**config.mk**
```make
export PLATFORM = sky130hd
export DESIGN_NAME = srds_sqrt
export DESIGN_NICKNAME = d
export VERILOG_FILES = /design/src/hw/rtl/srds_pkg.sv /design/src/hw/rtl/srds_sqrt.sv
export SDC_FILE = /design/constraint.sdc
export NUM_CORES = 1
export LEC_CHECK = 0
export BUFFER_PORTS_ARGS = -buffer_cell sky130_fd_sc_hd__buf_4
export CAP_MARGIN = 25
export CELL_PAD_IN_SITES_DETAIL_PLACEMENT = 0
export CELL_PAD_IN_SITES_GLOBAL_PLACEMENT = 1
export CORE_MARGIN = 3
export CORE_UTILIZATION = 47
export CTS_BUF_LIST = sky130_fd_sc_hd__clkbuf_8
export CTS_CLUSTER_SIZE = 14
export DETAILED_ROUTE_END_ITERATION = 12
export PLACE_DENSITY_LB_ADDON = 0.3
export SYNTH_ARGS = -nofsm -noshare
export SYNTH_HDL_FRONTEND = slang
export SYNTH_SLANG_ARGS = --single-unit
export TNS_END_PERCENT = 1
```
**constraint.sdc**
```tcl
create_clock -name clk -period 4 [get_ports clk]
set_input_delay 0.2 -clock clk [delete_from_list [all_inputs] [get_ports clk]]
set_output_delay 0.2 -clock clk [all_outputs]
set_load 0.01 [all_outputs]
```
**src/hw/rtl/srds_pkg.sv**
```systemverilog
// Package for the sphere ray diffuse shader: word types, register codes, constants.
`default_nettype none
package srds_pkg;

  localparam int IMG_SIZE = 2048;
  localparam int IMG_LOG2 = $clog2(IMG_SIZE);

  localparam int CFG_IDX_W = 3;
  localparam logic [CFG_IDX_W-1:0] CFG_LIGHT_X    = 3'd0;
  localparam logic [CFG_IDX_W-1:0] CFG_LIGHT_Y    = 3'd1;
  localparam logic [CFG_IDX_W-1:0] CFG_LIGHT_Z    = 3'd2;
  localparam logic [CFG_IDX_W-1:0] CFG_CENTER_X   = 3'd3;
  localparam logic [CFG_IDX_W-1:0] CFG_CENTER_Y   = 3'd4;
  localparam logic [CFG_IDX_W-1:0] CFG_CENTER_Z   = 3'd5;
  localparam logic [CFG_IDX_W-1:0] CFG_RADIUS     = 3'd6;
  localparam logic [CFG_IDX_W-1:0] CFG_HALF_WIDTH = 3'd7;

  localparam logic signed [15:0] RST_LIGHT_X    = 16'sd1024;
  localparam logic signed [15:0] RST_LIGHT_Y    = 16'sd1024;
  localparam logic signed [15:0] RST_LIGHT_Z    = -16'sd256;
  localparam logic signed [15:0] RST_CENTER_X   = 16'sd0;
  localparam logic signed [15:0] RST_CENTER_Y   = 16'sd3072;
  localparam logic signed [15:0] RST_CENTER_Z   = 16'sd0;
  localparam logic [14:0]        RST_RADIUS     = 15'd1536;
  localparam logic [14:0]        RST_HALF_WIDTH = 15'd2560;

  typedef struct packed {
    logic [10:0] pixel_col;
    logic [10:0] pixel_row;
  } in_word_t;

  typedef struct packed {
    logic [10:0]        out_col;
    logic [10:0]        out_row;
    logic               hit;
    logic signed [15:0] shade_dot;
    logic [7:0]         gray;
  } out_word_t;

  // carried alongside the first root extraction
  typedef struct packed {
    logic signed [16:0] wx;
    logic signed [16:0] wz;
    logic signed [17:0] dx;
    logic signed [17:0] dz;
    logic               hit;
    logic [10:0]        col;
    logic [10:0]        row;
  } sq1_side_t;

  // carried alongside the light distance root
  typedef struct packed {
    logic signed [37:0] num;
    logic               hit;
    logic [10:0]        col;
    logic [10:0]        row;
  } sq2_side_t;

  // carried alongside the divider
  typedef struct packed {
    logic        neg;
    logic        zero;
    logic        big;
    logic        hit;
    logic [10:0] col;
    logic [10:0] row;
  } div_side_t;

endpackage
`default_nettype wire

```
**src/hw/rtl/srds_sqrt.sv**
```systemverilog
// Pipelined integer square root, one result bit per stage, with sideband word.
`default_nettype none
module srds_sqrt
  import srds_pkg::*;
#(
  parameter int IN_W   = 30,
  parameter int SIDE_W = 1,
  localparam int OUT_W = (IN_W + 1) / 2
) (
  input  wire logic              clk,
  input  wire logic              rst,
  input  wire logic              en,
  input  wire logic              in_valid,
  input  wire logic [IN_W-1:0]   in_val,
  input  wire logic [SIDE_W-1:0] in_side,
  output logic                   out_valid,
  output logic [OUT_W-1:0]       out_root,
  output logic [SIDE_W-1:0]      out_side
);

  logic              v    [1:OUT_W];
  logic [IN_W-1:0]   rem  [1:OUT_W];
  logic [OUT_W-1:0]  root [1:OUT_W];
  logic [SIDE_W-1:0] side [1:OUT_W];

  for (genvar j = 0; j < OUT_W; j++) begin : g_stage
    localparam int B = OUT_W - 1 - j;
    logic              vi;
    logic [IN_W-1:0]   ri;
    logic [OUT_W-1:0]  qi;
    logic [SIDE_W-1:0] si;
    logic [IN_W:0]     trial;
    logic              take;

    if (j == 0) begin : g_first
      assign vi = in_valid;
      assign ri = in_val;
      assign qi = '0;
      assign si = in_side;
    end else begin : g_next
      assign vi = v[j];
      assign ri = rem[j];
      assign qi = root[j];
      assign si = side[j];
    end

    // (q + 2^B)^2 - q^2 = q*2^(B+1) + 2^(2B); low bits of q are still clear
    assign trial = ({{(IN_W + 1 - OUT_W){1'b0}}, qi} << (B + 1))
                 | ((IN_W + 1)'(1) << (2 * B));
    assign take  = {1'b0, ri} >= trial;

    always_ff @(posedge clk) begin
      if (rst) begin
        v[j+1] <= 1'b0;
      end else if (en) begin
        v[j+1] <= vi;
      end
    end

    always_ff @(posedge clk) begin
      if (en) begin
        rem[j+1]  <= take ? IN_W'({1'b0, ri} - trial) : ri;
        root[j+1] <= take ? (qi | (OUT_W'(1) << B)) : qi;
        side[j+1] <= si;
      end
    end
  end

  assign out_valid = v[OUT_W];
  assign out_root  = root[OUT_W];
  assign out_side  = side[OUT_W];

endmodule
`default_nettype wire

```
==> results by stage <==
Timing:
- The post-route setup TNS is 0 ns.
- The final number of max-transition violations was 0.
- The transition time of the tightest slew-check pin is 0.907 ns.
- The highest attainable clock frequency is 284 MHz.
- The worst path uses 88.1% of the clock period.
- The final-report hold violation count is 0.
- Setup violations remaining at the end of the flow were counted as 0.
- The final worst setup slack is 0.476 ns.
- The post-route clock skew is 0.0379 ns.
- Setup repair after global routing left no endpoint under its margin.
- The worst path needs 3.52 ns of the cycle, external delays included.
- The relative max-transition margin is 39.4%.

Synthesis:
- The sequential fraction of the synthesis area is 64.5%.
- Of the post-synthesis cell area, the part taken by muxes is 0.812%.
- By area, the combinational part of the netlist is dominated by simple AND/OR/NAND/NOR gates.
- The synthesized design contains 570 enable-type register cells.
- The share of the synthesized area in the top cell type is 64.5%.
- For this run, the leading register cell type out of synthesis is edfxtp_1.
- The synthesized instance count is 2,016.
- The area of the mapped netlist is 26,500 sq um.
- After synthesis the netlist holds a flip-flop and latch count of 570.
- The synthesized netlist contains 77 unique library cells.
- The post-synthesis area per instance is 13.2 sq um.
- The warning count from the yosys run is 0.
- The cell taking the most area after synthesis is edfxtp_1.
- After Yosys synthesis, full adders, half adders and majority gates account for 6.18% of the synthesized area.
- The number of nets in the synthesized netlist is 2,182.
- The async set or reset register ratio after synthesis is 0%.
- By area the synthesized netlist is led by edfxtp_1 (65%), ha_1 (6.2%), xnor2_1 (3.1%).
- After Yosys synthesis, and, or, nand and nor cells account for 11.7% of the synthesized area.
- The synthesized netlist devotes 8.44% of its cell area to compound gates.
- Of the total synthesized cell area, the portion taken by XOR and XNOR cells is 5.55%.

Critical path:
- STA puts the critical path data required time at 4.43 ns.
- The origin of the critical flop-to-flop path is rem[0][366].
- The element type at the critical path end is a register.
- The data arrival time of the worst path is 3.95 ns.
- Tracing the worst setup path back leads to its startpoint at rem[0][366].
- Along the worst path, the maximum fanout reaches 6.
- Grouping stages by cell kind, the critical path spends the most delay in simple AND/OR/NAND/NOR gates.
- The largest individual stage delay along the critical path comes from the cell or4_4.
- Counting both buffers and inverters, the worst setup path holds a total of 0.
- By startpoint and endpoint, the worst setup path is classified as register to register.
- The worst register-to-register path has a setup slack of 0.48 ns.
- The cell count of the worst reg-to-reg path is 8.
- The signal on the critical path passes through ha_1, or4b_1, or4_1, or4_4, a21oi_2, mux2i_1, nand2_1, a311o_1.
- The delay of the slowest cell on the worst path is 0.53 ns.
- The reg-to-reg critical path endpoint is rem[0][408].
- The end point of the critical path is rem[0][408].
- The kind of start point of the critical path is a register.
- The number of cells on the critical path is 8.

Power:
- Dividing total power by cell area gives a power density of 513 nW/um^2.
- The static leakage is 11.4 nW.
- The worst-case vdd ir drop is 430 uV.

Floorplan:
- The floorplan step defined a die boundary enclosing 59,300 sq um.
- The floorplan has 86 rows.
- The total core area is 55,400 sq um.
- The effective utilization at floorplan is 47.9%.
- The floorplan step set the die width to 244 um.
- The I/O pin count is 52.
- The vertical extent of the die is 244 um.

Drt:
- After detailed routing, the number of remaining DRC violations is 0.
- Summing over every cut layer, the via total after detailed routing is 16,100.
- The routed wire length on met2 is 28,900 um.
- The initial DRC count is 823.
- The average wire length per cell after detail routing is 17.2 um.
- Summed over all layers, the routed wires come to 51,700 um.
- The detailed-route wire length on metal 1 is 18,500 um.
- Wire segments on met3 add up to 1800 um in the final route.
- The via density per instance is 5.35.
- The highest layer touched by signal routing is met4.
- The number of antenna-violating nets in the routed design is 0.
- The first-pass iteration count of the detailed router is 5.

Place:
- In this run, placement finished with an instance count of 2,798.
- The worst slack at placement is 0.474 ns.
- The placer's final routability congestion estimate is 0.847.
- The HPWL after detailed placement is 37,100 um.
- Port buffering added 51 buffers.

Global route:
- The total routing resource utilization after global routing is 17.7%.
- The number of antenna violations at the first check in global routing is 1.
- The via count of the first global-routing pass is 16,700.
- Summed over all layers, the global routing overflow is 0.
- The first global-routing pass estimated 83,900 um of wire.
- Entering global routing, the biggest net connects 125 pins.

Clock tree:
- The clock drives 570 sinks.
- Clock-pin slew was measured on the worst setup and hold paths at 0.06 ns.
- CTS built an H-tree with a depth of 3.
- Clock tree synthesis selected as its root buffer the cell clkbuf_8.
- Clock latency on the worst-skew pair, taken at its later pin, is 0.71 ns.
- Clock tree synthesis inserted a total of 94 buffers.
- No sink is reached through more buffers than the 3 on the longest clock path.
- TritonCTS built the clock tree.
- The number of buffers inserted to repair setup after CTS is 0.

Cells and area:
- The number of standard cells in the layout, taps in and fillers out is 3,004.
- At the end of the flow, the number of nets in the layout was 2,346.
- The layout has 4,656 filler cells.
- The ratio of cells with drive above 1 in the final layout is 10.6%.
- From synthesis to final layout, the design area changed by 12.9%.

Worst hold path:
- Counting instances, the worst hold path has a depth of 3.
- The path class of the lowest-slack min-delay path is input pin to register.

Job:
- Across the run, the number of max-cap violations was 0.

Outcome:
- The run finished with clean final reports.
[Yosys cell counts, types with 26 or more instances]
library cell and n:
nand4_1 28, a21oi_1 121, ha_1 131, nand3_1 31, nor2_1 124, edfxtp_1 570
o21a_1 27, o21ai_0 77, xor2_1 74, xnor2_1 94, clkbuf_1 26, nor4_1 56
nor3_1 64, nand2_1 109, inv_1 153
[sequential cells by signal, indices dropped and copies added, names as in the netlist]
signal	flops
rem	420
root	120
side	15
v	15
[what timing repair did]
| item | in CTS | in global routing |
|---|---|---|
| hold buffers | 34 | 0 |
| gates resized for setup | 0 | 0 |
| hold endpoints to repair | 81 | 0 |
[layer usage]
| layer | global-route usage [%] | vias up |
|---|---|---|
| met3 | 3.40 | 160 |
| met1 | 17.3 | 7678 |
| met5 | 0 | - |
| met2 | 35.1 | 339 |
| li1 | - | 7908 |
| met4 | 8.82 | 0 |
[cell families after synthesis]
kind of cell | count (synthesis)
buffers and inverters | 190
AO/OA/AOI/OAI | 353
AND/OR/NAND/NOR | 584
XOR/XNOR | 168
adder cells (fa/ha/maj) | 131
flip-flops | 570
multiplexers | 20
[where the power goes]
part / switching, mW / internal, mW / total [mW]
clock: 2.35 / 2.36 / 4.71
combinational: 1.44 / 1.17 / 2.61
sequential: 0.522 / 7.53 / 8.05
total: 4.31 / 11.1 / 15.4
[placed cells by master, fill, tap and decap left out, types with 27 or more instances in the layout]
cell,Yosys,final
clkbuf_8,0,94
nor4_1,56,56
nand2_1,109,109
nor3_1,64,64
o21ai_0,77,77
buf_4,2,66
nor2_1,124,124
ha_1,131,131
o21a_1,27,27
nand3_1,31,31
dlygate4sd3_1,0,34
nand4_1,28,28
xnor2_1,94,94
inv_1,153,186
xor2_1,74,74
edfxtp_1,570,570
a21oi_1,121,121
[stage by stage]
step,power [mW],hold WS [ns],utilization [%],cell area (sq um)
3_5_place_dp,10.7,0.379,50.3,27900
6_report,15.4,0.112,54.0,30000
4_1_cts,15.5,0.0616,54.0,29900
3_3_place_gp,10.7,0.378,50.3,27900
5_1_grt,16.2,0.107,54.0,30000
2_1_floorplan,9.92,0.299,-,26500
[worst min path at each step]
stage / start / to / slack, ns
floorplan: in_val[0] / rem[0][30] / 0.30
global placement: in_val[2] / rem[0][32] / 0.38
detailed placement: in_val[27] / rem[0][57] / 0.38
CTS: rst / v[3][0] / 0.06
global route: rst / v[3][0] / 0.11
finish: rst / v[7][0] / 0.11
[worst min-delay path: cells and delay by family]
kind	cells	cell delay, ns
simple gates	2	0.34
buf+inv	1	0.08
[area by class of cell]
cell class | count | area (sq um) | share of cell area [%]
Clock inverter | 77 | 438 | 1.46
Multi-Input combinational cell | 1256 | 8680 | 29.0
Clock buffer | 94 | 1290 | 4.32
Sequential cell | 570 | 17100 | 57.1
Timing Repair Buffer | 104 | 911 | 3.04
Antenna cell | 1 | 2.50 | 0.00835
Tap cell | 748 | 936 | 3.12
Inverter | 154 | 578 | 1.93
(Power assumes the default switching activity.)
